`src/rtl/ct_pkg.sv`:
```
// ----------------------------------------------------------------------------
// ct_pkg: shared types, constants and key helpers
// Sizes, command and result records and the key decode functions used by the
// front, the command queue and the back of the columnar transposition block.
// ----------------------------------------------------------------------------
`timescale 1ns / 1ps
`default_nettype none

package ct_pkg;

  localparam int MAX_CHARS   = 64;
  localparam int KEY_MAX     = 12;
  localparam int QUEUE_DEPTH = 4;

  localparam int BYTE_W    = 8;
  localparam int KLEN_W    = 4;
  localparam int RNDS_W    = 4;
  localparam int RANK_W    = 5;
  localparam int RANKS_W   = 60;
  localparam int CFG_W     = 60;
  localparam int CFG_IDX_W = 2;
  localparam int ERR_W     = 2;

  localparam int ADDR_W = $clog2(MAX_CHARS);
  localparam int CNT_W  = $clog2(MAX_CHARS + KEY_MAX + 1);
  localparam int COL_W  = $clog2(KEY_MAX);
  localparam int QPTR_W = $clog2(QUEUE_DEPTH);

  localparam logic [CFG_IDX_W-1:0] REG_KEY_LENGTH = 2'd0;
  localparam logic [CFG_IDX_W-1:0] REG_KEY_RANKS  = 2'd1;
  localparam logic [CFG_IDX_W-1:0] REG_ROUNDS     = 2'd2;
  localparam logic [CFG_IDX_W-1:0] REG_PAD_BYTE   = 2'd3;

  typedef enum logic [ERR_W-1:0] {
    ERR_NONE     = 2'd0,
    ERR_OVERFLOW = 2'd1,
    ERR_KEY      = 2'd2
  } err_t;

  typedef struct packed {
    logic [KLEN_W-1:0]  key_length;
    logic [RANKS_W-1:0] key_ranks;
    logic [RNDS_W-1:0]  rounds;
    logic [BYTE_W-1:0]  pad_byte;
  } cfg_t;

  typedef logic [KEY_MAX-1:0][COL_W-1:0] order_t;

  // One classified input byte on its way to the back.
  typedef struct packed {
    logic [BYTE_W-1:0] data;
    logic              store;
    logic [ADDR_W-1:0] addr;
    logic              last;
    logic [CNT_W-1:0]  count;
    err_t              err;
  } cmd_t;

  typedef struct packed {
    logic [BYTE_W-1:0] data;
    logic              last;
    err_t              err;
  } res_t;

  // True when the first klen ranks are a permutation of 1..klen.
  function automatic logic key_valid(input logic [KLEN_W-1:0]  klen,
                                     input logic [RANKS_W-1:0] ranks);
    logic [KEY_MAX:0]  seen;
    logic [KEY_MAX:0]  want;
    logic              ok;
    logic [RANK_W-1:0] r;
    seen = '0;
    want = '0;
    ok   = (klen != '0) && (int'(klen) <= KEY_MAX);
    for (int j = 0; j < KEY_MAX; j++) begin
      r = ranks[RANK_W*j +: RANK_W];
      if (j < int'(klen)) begin
        if (r == '0 || r > RANK_W'(klen)) begin
          ok = 1'b0;
        end
        seen = seen | ((KEY_MAX+1)'(1) << r);
        want = want | ((KEY_MAX+1)'(1) << (j + 1));
      end
    end
    return ok && (seen == want);
  endfunction

  // Column read out at step i is the column whose rank is i+1.
  function automatic order_t key_order(input logic [KLEN_W-1:0]  klen,
                                       input logic [RANKS_W-1:0] ranks);
    order_t            ord;
    logic [RANK_W-1:0] r;
    ord = '0;
    for (int j = 0; j < KEY_MAX; j++) begin
      r = ranks[RANK_W*j +: RANK_W];
      for (int i = 0; i < KEY_MAX; i++) begin
        if (j < int'(klen) && r == RANK_W'(i + 1)) begin
          ord[i] = COL_W'(j);
        end
      end
    end
    return ord;
  endfunction

endpackage

`default_nettype wire

```
`src/rtl/ct_front.sv`:
```
// ----------------------------------------------------------------------------
// ct_front: configuration registers and input classification
// Holds the key registers, counts message bytes and tags each byte with its
// buffer slot, the message length and the error class on the last byte.
// ----------------------------------------------------------------------------
`timescale 1ns / 1ps
`default_nettype none

module ct_front import ct_pkg::*; (
  input  wire logic                 clk,
  input  wire logic                 rst,
  input  wire logic                 cfg_wr_en,
  input  wire logic [CFG_IDX_W-1:0] cfg_index,
  input  wire logic [CFG_W-1:0]     cfg_data,
  input  wire logic                 in_valid,
  output logic                      in_ready,
  input  wire logic [BYTE_W-1:0]    plain_byte,
  input  wire logic                 last_in,
  output logic                      cmd_valid,
  input  wire logic                 cmd_ready,
  output cmd_t                      cmd,
  output cfg_t                      cfg
);

  logic [CNT_W-1:0] count;
  logic [CNT_W-1:0] count_next;
  logic             accept;

  always_ff @(posedge clk) begin
    if (rst) begin
      cfg.key_length <= KLEN_W'(1);
      cfg.key_ranks  <= RANKS_W'(1);
      cfg.rounds     <= RNDS_W'(1);
      cfg.pad_byte   <= BYTE_W'(88);
    end else if (cfg_wr_en) begin
      case (cfg_index)
        REG_KEY_LENGTH: cfg.key_length <= cfg_data[KLEN_W-1:0];
        REG_KEY_RANKS:  cfg.key_ranks  <= cfg_data[RANKS_W-1:0];
        REG_ROUNDS:     cfg.rounds     <= cfg_data[RNDS_W-1:0];
        REG_PAD_BYTE:   cfg.pad_byte   <= cfg_data[BYTE_W-1:0];
        default: ;
      endcase
    end
  end

  assign in_ready  = cmd_ready;
  assign cmd_valid = in_valid;
  assign accept    = in_valid && in_ready;

  // Saturate one past the buffer so an overlong message stays flagged.
  assign count_next = (count <= CNT_W'(MAX_CHARS)) ? CNT_W'(count + 1'b1) : count;

  always_comb begin
    cmd.data  = plain_byte;
    cmd.store = count < CNT_W'(MAX_CHARS);
    cmd.addr  = count[ADDR_W-1:0];
    cmd.last  = last_in;
    cmd.count = count_next;
    if (!key_valid(cfg.key_length, cfg.key_ranks)) begin
      cmd.err = ERR_KEY;
    end else if (count_next > CNT_W'(MAX_CHARS)) begin
      cmd.err = ERR_OVERFLOW;
    end else begin
      cmd.err = ERR_NONE;
    end
  end

  always_ff @(posedge clk) begin
    if (rst) begin
      count <= '0;
    end else if (accept) begin
      count <= last_in ? '0 : count_next;
    end
  end

endmodule

`default_nettype wire

```
`src/rtl/ct_queue.sv`:
```
// ----------------------------------------------------------------------------
// ct_queue: command queue between front and back
// Small first-in first-out store of classified bytes so the input side keeps
// loading while the back is busy with a message.
// ----------------------------------------------------------------------------
`timescale 1ns / 1ps
`default_nettype none

module ct_queue import ct_pkg::*; (
  input  wire logic clk,
  input  wire logic rst,
  input  wire logic push_valid,
  output logic      push_ready,
  input  wire cmd_t push_cmd,
  output logic      pop_valid,
  input  wire logic pop_ready,
  output cmd_t      pop_cmd
);

  cmd_t              slots [QUEUE_DEPTH];
  logic [QPTR_W-1:0] wr_ptr;
  logic [QPTR_W-1:0] rd_ptr;
  logic [QPTR_W:0]   fill;
  logic              push;
  logic              pop;

  assign push_ready = fill != (QPTR_W+1)'(QUEUE_DEPTH);
  assign pop_valid  = fill != '0;
  assign pop_cmd    = slots[rd_ptr];
  assign push       = push_valid && push_ready;
  assign pop        = pop_valid && pop_ready;

  always_ff @(posedge clk) begin
    if (push) begin
      slots[wr_ptr] <= push_cmd;
    end
  end

  always_ff @(posedge clk) begin
    if (rst) begin
      wr_ptr <= '0;
      rd_ptr <= '0;
      fill   <= '0;
    end else begin
      if (push) begin
        wr_ptr <= (wr_ptr == QPTR_W'(QUEUE_DEPTH - 1)) ? '0 : QPTR_W'(wr_ptr + 1'b1);
      end
      if (pop) begin
        rd_ptr <= (rd_ptr == QPTR_W'(QUEUE_DEPTH - 1)) ? '0 : QPTR_W'(rd_ptr + 1'b1);
      end
      if (push && !pop) begin
        fill <= (QPTR_W+1)'(fill + 1'b1);
      end else if (pop && !push) begin
        fill <= (QPTR_W+1)'(fill - 1'b1);
      end
    end
  end

endmodule

`default_nettype wire

```
`src/rtl/ct_back.sv`:
```
// ----------------------------------------------------------------------------
// ct_back: buffer, padding, transposition passes and output
// Stores message bytes into bank A, pads the last row, runs the column passes
// between two banks in ping-pong fashion and streams the result out.
// ----------------------------------------------------------------------------
`timescale 1ns / 1ps
`default_nettype none

module ct_back import ct_pkg::*; (
  input  wire logic               clk,
  input  wire logic               rst,
  input  wire logic               cmd_valid,
  output logic                    cmd_ready,
  input  wire cmd_t               cmd,
  input  wire cfg_t               cfg,
  output logic                    out_valid,
  input  wire logic               out_ready,
  output logic [BYTE_W-1:0]       cipher_byte,
  output logic                    last_out,
  output logic [ERR_W-1:0]        error
);

  typedef enum logic [6:0] {
    S_IDLE  = 7'b0000001,
    S_SIZE  = 7'b0000010,
    S_PAD   = 7'b0000100,
    S_PASS  = 7'b0001000,
    S_DRAIN = 7'b0010000,
    S_EMIT  = 7'b0100000,
    S_ERR   = 7'b1000000
  } state_t;

  state_t            state;
  logic [BYTE_W-1:0] bank_a [MAX_CHARS];
  logic [BYTE_W-1:0] bank_b [MAX_CHARS];
  logic [BYTE_W-1:0] rd_a;
  logic [BYTE_W-1:0] rd_b;

  logic [KLEN_W-1:0] klen;
  logic [RNDS_W-1:0] rnd_total;
  logic [RNDS_W-1:0] rnd_cnt;
  logic [BYTE_W-1:0] pad;
  order_t            order;
  logic [CNT_W-1:0]  count;
  logic [CNT_W-1:0]  padded;
  logic [CNT_W-1:0]  rows;
  logic [CNT_W-1:0]  idx;
  logic [CNT_W-1:0]  row;
  logic [CNT_W-1:0]  base;
  logic [COL_W-1:0]  col;
  logic              src_b;
  err_t              err_code;

  logic              pw_valid;
  logic [ADDR_W-1:0] pw_addr;
  logic              pw_to_b;
  logic              em_pend;
  logic              em_last;

  logic              a_we;
  logic [ADDR_W-1:0] a_waddr;
  logic [BYTE_W-1:0] a_wdata;
  logic [CNT_W-1:0]  rd_sum;
  logic [ADDR_W-1:0] rd_addr;

  res_t              slot0;
  res_t              slot1;
  logic [1:0]        occ;
  logic [1:0]        held;
  logic              pop;
  logic              push;
  logic              credit;
  logic              issue;
  logic              err_push;
  res_t              push_res;

  assign cmd_ready = state == S_IDLE;

  // Bank writes: input stores, padding, and pass results landing in A.
  always_comb begin
    a_we    = 1'b0;
    a_waddr = cmd.addr;
    a_wdata = cmd.data;
    if (state == S_IDLE) begin
      a_we = cmd_valid && cmd.store;
    end else if (state == S_PAD) begin
      a_we    = idx < padded;
      a_waddr = idx[ADDR_W-1:0];
      a_wdata = pad;
    end else if (pw_valid && !pw_to_b) begin
      a_we    = 1'b1;
      a_waddr = pw_addr;
      a_wdata = rd_b;
    end
  end

  assign rd_sum = CNT_W'(base + CNT_W'(order[col]));

  always_comb begin
    if (state == S_PASS) begin
      rd_addr = rd_sum[ADDR_W-1:0];
    end else begin
      rd_addr = idx[ADDR_W-1:0];
    end
  end

  always_ff @(posedge clk) begin
    if (a_we) begin
      bank_a[a_waddr] <= a_wdata;
    end
    rd_a <= bank_a[rd_addr];
  end

  always_ff @(posedge clk) begin
    if (pw_valid && pw_to_b) begin
      bank_b[pw_addr] <= rd_a;
    end
    rd_b <= bank_b[rd_addr];
  end

  // Output queue credit counts held entries plus reads still in flight.
  assign pop      = out_valid && out_ready;
  assign held     = 2'(occ + {1'b0, em_pend});
  assign credit   = (held < 2'd2) || pop;
  assign issue    = (state == S_EMIT) && credit;
  assign err_push = (state == S_ERR) && credit;
  assign push     = em_pend || err_push;

  always_comb begin
    if (em_pend) begin
      push_res.data = src_b ? rd_b : rd_a;
      push_res.last = em_last;
      push_res.err  = ERR_NONE;
    end else begin
      push_res.data = '0;
      push_res.last = 1'b1;
      push_res.err  = err_code;
    end
  end

  always_ff @(posedge clk) begin
    if (pop && occ == 2'd2) begin
      slot0 <= slot1;
    end
    if (push) begin
      if (occ == 2'd0 || (occ == 2'd1 && pop)) begin
        slot0 <= push_res;
      end else begin
        slot1 <= push_res;
      end
    end
  end

  always_ff @(posedge clk) begin
    if (rst) begin
      occ <= '0;
    end else begin
      occ <= 2'(occ + {1'b0, push} - {1'b0, pop});
    end
  end

  assign out_valid   = occ != 2'd0;
  assign cipher_byte = slot0.data;
  assign last_out    = slot0.last;
  assign error       = slot0.err;

  always_ff @(posedge clk) begin
    if (rst) begin
      state    <= S_IDLE;
      pw_valid <= 1'b0;
      em_pend  <= 1'b0;
    end else begin
      pw_valid <= 1'b0;
      em_pend  <= 1'b0;
      case (state)
        S_IDLE: begin
          if (cmd_valid && cmd.last) begin
            klen      <= cfg.key_length;
            rnd_total <= cfg.rounds;
            pad       <= cfg.pad_byte;
            order     <= key_order(cfg.key_length, cfg.key_ranks);
            count     <= cmd.count;
            padded    <= CNT_W'(cfg.key_length);
            rows      <= CNT_W'(1);
            rnd_cnt   <= '0;
            src_b     <= 1'b0;
            err_code  <= cmd.err;
            state     <= (cmd.err != ERR_NONE) ? S_ERR : S_SIZE;
          end
        end
        S_SIZE: begin
          // Step whole rows until the message fits.
          if (padded >= count) begin
            idx <= count;
            if (padded > CNT_W'(MAX_CHARS)) begin
              err_code <= ERR_OVERFLOW;
              state    <= S_ERR;
            end else begin
              state <= S_PAD;
            end
          end else begin
            padded <= CNT_W'(padded + CNT_W'(klen));
            rows   <= CNT_W'(rows + 1'b1);
          end
        end
        S_PAD: begin
          if (idx < padded) begin
            idx <= CNT_W'(idx + 1'b1);
          end else begin
            idx  <= '0;
            row  <= '0;
            col  <= '0;
            base <= '0;
            state <= (rnd_total == '0) ? S_EMIT : S_PASS;
          end
        end
        S_PASS: begin
          pw_valid <= 1'b1;
          pw_addr  <= idx[ADDR_W-1:0];
          pw_to_b  <= !src_b;
          idx      <= CNT_W'(idx + 1'b1);
          if (row == CNT_W'(rows - 1'b1)) begin
            row  <= '0;
            base <= '0;
            if (col == COL_W'(klen - KLEN_W'(1))) begin
              state <= S_DRAIN;
            end else begin
              col <= COL_W'(col + 1'b1);
            end
          end else begin
            row  <= CNT_W'(row + 1'b1);
            base <= CNT_W'(base + CNT_W'(klen));
          end
        end
        S_DRAIN: begin
          // Last pass write lands this cycle; swap banks behind it.
          src_b   <= !src_b;
          rnd_cnt <= RNDS_W'(rnd_cnt + 1'b1);
          idx     <= '0;
          row     <= '0;
          col     <= '0;
          base    <= '0;
          state   <= (RNDS_W'(rnd_cnt + 1'b1) == rnd_total) ? S_EMIT : S_PASS;
        end
        S_EMIT: begin
          if (issue) begin
            em_pend <= 1'b1;
            em_last <= idx == CNT_W'(padded - 1'b1);
            idx     <= CNT_W'(idx + 1'b1);
            if (idx == CNT_W'(padded - 1'b1)) begin
              state <= S_IDLE;
            end
          end
        end
        S_ERR: begin
          if (err_push) begin
            state <= S_IDLE;
          end
        end
        default: begin
          state <= S_IDLE;
        end
      endcase
    end
  end

endmodule

`default_nettype wire

```
`src/rtl/columnar_transposition.sv`:
```
// ----------------------------------------------------------------------------
// columnar_transposition: columnar transposition cipher engine
// Buffers a message, pads it to whole rows and reads it out column by column
// in key rank order, repeated for the configured number of rounds.
// ----------------------------------------------------------------------------
//
//   channel   signals                              transfer when
//   -------   ----------------------------------   -----------------------
//   config    cfg_wr_en, cfg_index, cfg_data       cfg_wr_en high
//   input     plain_byte, last_in                  in_valid && in_ready
//   output    cipher_byte, last_out, error         out_valid && out_ready
//
// Input bytes load one per cycle through a four-entry command queue.
// After the last byte the back sizes and pads the message, then runs the
// configured rounds of column passes through the two buffer banks, then
// streams the padded bytes at one per cycle. A key or length error gives
// one result, marked last, after the last byte.
// The input stalls only once the queue is full behind a busy back end; output
// stalls hold the back in its output phase. Reset is synchronous; it clears
// control state and sets the key registers to their defaults.
`timescale 1ns / 1ps
`default_nettype none

module columnar_transposition import ct_pkg::*; (
  input  wire logic                 clk,
  input  wire logic                 rst,
  input  wire logic                 cfg_wr_en,
  input  wire logic [CFG_IDX_W-1:0] cfg_index,
  input  wire logic [CFG_W-1:0]     cfg_data,
  input  wire logic                 in_valid,
  output logic                      in_ready,
  input  wire logic [BYTE_W-1:0]    plain_byte,
  input  wire logic                 last_in,
  output logic                      out_valid,
  input  wire logic                 out_ready,
  output logic [BYTE_W-1:0]         cipher_byte,
  output logic                      last_out,
  output logic [ERR_W-1:0]          error
);

  logic fq_valid;
  logic fq_ready;
  cmd_t fq_cmd;
  logic qb_valid;
  logic qb_ready;
  cmd_t qb_cmd;
  cfg_t cfg;

  ct_front u_front (
    .clk        (clk),
    .rst        (rst),
    .cfg_wr_en  (cfg_wr_en),
    .cfg_index  (cfg_index),
    .cfg_data   (cfg_data),
    .in_valid   (in_valid),
    .in_ready   (in_ready),
    .plain_byte (plain_byte),
    .last_in    (last_in),
    .cmd_valid  (fq_valid),
    .cmd_ready  (fq_ready),
    .cmd        (fq_cmd),
    .cfg        (cfg)
  );

  ct_queue u_queue (
    .clk        (clk),
    .rst        (rst),
    .push_valid (fq_valid),
    .push_ready (fq_ready),
    .push_cmd   (fq_cmd),
    .pop_valid  (qb_valid),
    .pop_ready  (qb_ready),
    .pop_cmd    (qb_cmd)
  );

  ct_back u_back (
    .clk         (clk),
    .rst         (rst),
    .cmd_valid   (qb_valid),
    .cmd_ready   (qb_ready),
    .cmd         (qb_cmd),
    .cfg         (cfg),
    .out_valid   (out_valid),
    .out_ready   (out_ready),
    .cipher_byte (cipher_byte),
    .last_out    (last_out),
    .error       (error)
  );

endmodule

`default_nettype wire
```
`config.mk`:
```
export PLATFORM = sky130hd
export DESIGN_NAME = columnar_transposition
export DESIGN_NICKNAME = d
export VERILOG_FILES = /design/src/rtl/ct_pkg.sv /design/src/rtl/ct_front.sv /design/src/rtl/ct_queue.sv /design/src/rtl/ct_back.sv /design/src/rtl/columnar_transposition.sv
export SDC_FILE = /design/constraint.sdc
export NUM_CORES = 2
export LEC_CHECK = 0
export BUFFER_PORTS_ARGS = -buffer_cell sky130_fd_sc_hd__buf_2
export CAP_MARGIN = 20
export CORE_MARGIN = 2
export CORE_UTILIZATION = 45
export CTS_CLUSTER_DIAMETER = 50
export CTS_CLUSTER_SIZE = 16
export DETAILED_ROUTE_END_ITERATION = 8
export HOLD_SLACK_MARGIN = 0.02
export RECOVER_POWER = 25
export REMOVE_ABC_BUFFERS = 1
export SKIP_LAST_GASP = 1
export SYNTH_ARGS = -nofsm -noshare
export SYNTH_HDL_FRONTEND = slang
export SYNTH_HIERARCHICAL = 1
export SYNTH_SLANG_ARGS = --single-unit
```
`constraint.sdc`:
```
create_clock -name clk -period 9.8 [get_ports clk]
set_clock_uncertainty 0.2 [all_clocks]
set_input_delay 0.98 -clock clk [delete_from_list [all_inputs] [get_ports clk]]
set_output_delay 0.98 -clock clk [all_outputs]
set_load 0.005 [all_outputs]
```
==> impl_metrics.ini <==
[logic_synthesis]
synth.cell_area_sq_mm = 0.06174
post_synth.cell_area_avg_sq_um = 11.81
synth.top_cell.area_share_pct = 61.24
yosys.area.top_type = sky130_fd_sc_hd__edfxtp_1
synth_edf_count = 1259
synth.area.top_cells = sky130_fd_sc_hd__edfxtp_1 61%, sky130_fd_sc_hd__nand2_1 7.2%, sky130_fd_sc_hd__dfxtp_1 4.2%, sky130_fd_sc_hd__a21oi_1 3.4%, sky130_fd_sc_hd__nor2_1 1.9%
post_synth_inst_count = 5227
synth-seq-cells = 1389
ys_types = 105
yosys_most_used_dff = sky130_fd_sc_hd__edfxtp_1
async_reset_ff_share_pct = 0
synth.yosys.seq_area_share_pct = 65.45
synth.yosys.warnings = 6

[power_and_ir_drop]
total_switching_power_w = 0.003669
combinationalPowerShare_pct = 11.3
leakage_nw = 22.87
finalPower_w = 0.01412
power_frac_seq_pct = 50.5
power.density_cell_area_mw_per_mm2 = 207.2
clock_power_share_pct = 38.2
max-vdd-ir-drop_mv = 0.1715
power_switching_share_pct = 25.98
internal_power_w = 0.01045

[clocking]
hold_buffers = 0
cts-root-buf = sky130_fd_sc_hd__clkbuf_16
cts_tree = done
cts_htree_levels = 4
cts_setup_buffers = 0
clkTransAtPathRegs_ns = 0.07
numCtsBuffers = 136
clock-sinks = 1389
clockBufferDepth = 3
cts_resized = 0
clk-insertion-delay-late_ns = 0.77

[global_route]
grt_max_degree = 219
groute.usage.overall_pct = 25.08
gr-total-overflow = 0
first_global_vias = 40750
initial_antenna_violation_count = 1
grt_pass1_wl_microns = 265900

[route]
route.detailed.vias_per_inst = 6.024
drt_drc_violations_left = 0
drt-initial-drc-count = 5128
totalWireLength_microns = 179100
detail_route.wl_per_cell_microns = 25.27
detail-route-antenna-nets = 0
detail_route.first_pass.iterations = 6
vias = 42680

[critical_path]
timing.critical_path.arrival_ns = 6.64
cp_data_required_time_ns = 10.09
critical_path.endpoint_type = flip-flop
critPathMaxFanout = 28
regToRegSetupSlack_ns = 3.45
path_class = reg -> reg
critical_path.startpoint_type = flip-flop

[sta]
finalHoldViolations = 0
setup_viol = 0
worst-slew-pin-transition_ns = 3.776
slew_headroom_pct = -151.7
fmaxAchievable_mhz = 157.5
timing.final.crit_share_pct = 64.79
min_period_ns = 6.350
setup_repair_after_global_routing_missed_its_margin = false
worst_slack_ns = 3.450
finalMaxSlewViolations = 787

[final_layout]
final_nets = 5374
layout.cells.non_filler = 7086
final_core_util_pct = 50.18
design_area_sq_mm = 0.06815
most-common-layout-cells = 1259 x sky130_fd_sc_hd__edfxtp_1, 1191 x sky130_fd_sc_hd__nand2_1, 415 x sky130_fd_sc_hd__a21oi_1
insertedDiodeCount = 0
drive_gt1_share_pct = 8.633
syn2layout_area_growth_pct = 10.39
mostFrequentLayoutCell = sky130_fd_sc_hd__edfxtp_1

[outcome]
outcome = complete, but fails checks
failed_checks = capacitance limit, slew limit

[die]
start_util_pct = 45.46
ioPinCount = 89
fp.dieH_microns = 374.4
fp-row-count = 135
fp.coreArea_sq_mm = 0.1358
floorplan.die.width_microns = 374.4
total_die_area_sq_mm = 0.1402

[placement]
detailed_place_hpwl_microns = 111800
placedCellCount = 6841
placement.setup.worst_slack_ns = 3.390
buffer_ports.inserted = 88
placement.cell_area_sq_mm = 0.06356
gpl.final_weighted_congestion = 0.9694

[hold_path]
hold_path_class = reg -> reg

[flow_run]
max_cap_violations = 14
-- critical path: stages, from the launching register on --
cell	delay (ns)
sky130_fd_sc_hd__dfxtp_1	0.31
sky130_fd_sc_hd__clkbuf_1	1.37
sky130_fd_sc_hd__inv_1	0.98
sky130_fd_sc_hd__ha_1	0.58
sky130_fd_sc_hd__nor2b_1	0.14
sky130_fd_sc_hd__o211ai_1	0.15
sky130_fd_sc_hd__a21oi_1	0.13
sky130_fd_sc_hd__a2111oi_1	0.75
sky130_fd_sc_hd__nand4_1	0.16
sky130_fd_sc_hd__and4bb_2	0.36
sky130_fd_sc_hd__nand4_1	0.34
sky130_fd_sc_hd__nor4_1	0.60
-- power groups by stage --
| stage | clock, W | sequential, W | combinational, W |
|---|---|---|---|
| final | 0.00540 | 0.00713 | 0.00159 |
| after global routing | 0.00571 | 0.00715 | 0.00172 |
| after CTS | 0.00549 | 0.00713 | 0.00158 |
| after detailed placement | 0 | 0.00725 | 0.00158 |
| after global placement | 0 | 0.00725 | 0.00156 |
| after floorplan | 0 | 0.00725 | 0.000823 |
-- path summary, 6_finish.rpt --
| kind | end | from | cells past startpoint |
|---|---|---|---|
| min | u_back/pad[6] | u_front/cfg[6] | 0 |
| max | u_queue/slots[0][0] | u_front/cfg[73] | 11 |
| min reg2reg | u_back/pad[6] | u_front/cfg[6] | 0 |
| max reg2reg | u_queue/slots[0][0] | u_front/cfg[73] | 11 |
-- cells by family after synthesis --
group,count (synthesis),synth area share (%)
AOI/OAI and AO/OA,1024,10.67
muxes,78,2.002
xor gates and xnor gates,75,1.064
adders and majority gates,97,2.014
buffers and inverters,395,2.975
and+or+nand+nor,2169,15.83
DFF,1389,65.45
-- sequential cells by signal, summed over array words and instances, names as in the netlist, 6 cells and up, named ones only --
register            count
u_back/cipher_byte      8
u_front/count           7
u_front/cfg            76
u_back/bank_b         512
u_back/rd_a             8
u_back/pad              8
u_back/slot1           11
u_back/rows             7
u_back/base             6
u_back/idx              7
u_back/bank_a         512
u_queue/slots         100
u_back/count            7
u_back/padded           7
u_back/pw_addr          6
u_back/state            7
u_back/row              7
u_back/rd_b             8
u_back/order           48
-- cell usage after synthesis (all sizes together), types with 9 or more instances --
master / instances
edfxtp: 1259
nand2: 1192
a21oi: 426
nor2: 319
nand3: 214
buf: 164
clkbuf: 149
a31oi: 138
dfxtp: 130
a32oi: 104
ha: 93
o21ai: 90
inv: 82
a22oi: 73
nor2b: 60
nor3: 60
nand4: 59
xnor2: 43
nand2b: 41
nor4: 39
mux2i: 38
mux4: 36
and3: 33
xor2: 32
nand3b: 25
nor3b: 25
a21o: 23
or4: 23
o22ai: 21
a32o: 18
or3: 14
a211o: 13
a2bb2oi: 12
nor4b: 12
o211ai: 11
or2: 11
o21a: 9
o22a: 9
or3b: 9
-- layer usage --
metal | track usage [%] | share of wire (%) | vias to the layer above
met4 | 8.802 | 3.6 | 0
met1 | 34.64 | 41 | 21000
met2 | 40.23 | 47 | 1978
met3 | 4.045 | 8.0 | 359
met5 | 0 | 0 | -
li1 | - | - | 19350
-- final cells by class --
cell class | instances | area (sq um)
inverter | 82 | 307.8
clock inverter | 77 | 920.9
tap | 1781 | 2228
sequential | 1389 | 40410
multi-input combinational | 3443 | 19690
fill | 11960 | 67650
timing repair buffer | 149 | 895.9
clock buffer | 165 | 3701
-- stage by stage --
step | TNS [ns] | hold slack, ns
floorplan | -35.42 | 0.2080
global placement | 0 | 0.2154
detailed placement | 0 | 0.2171
CTS | 0 | 0.1743
global route | 0 | 0.2327
finish | 0 | 0.2270
(Power assumes the default switching activity.)
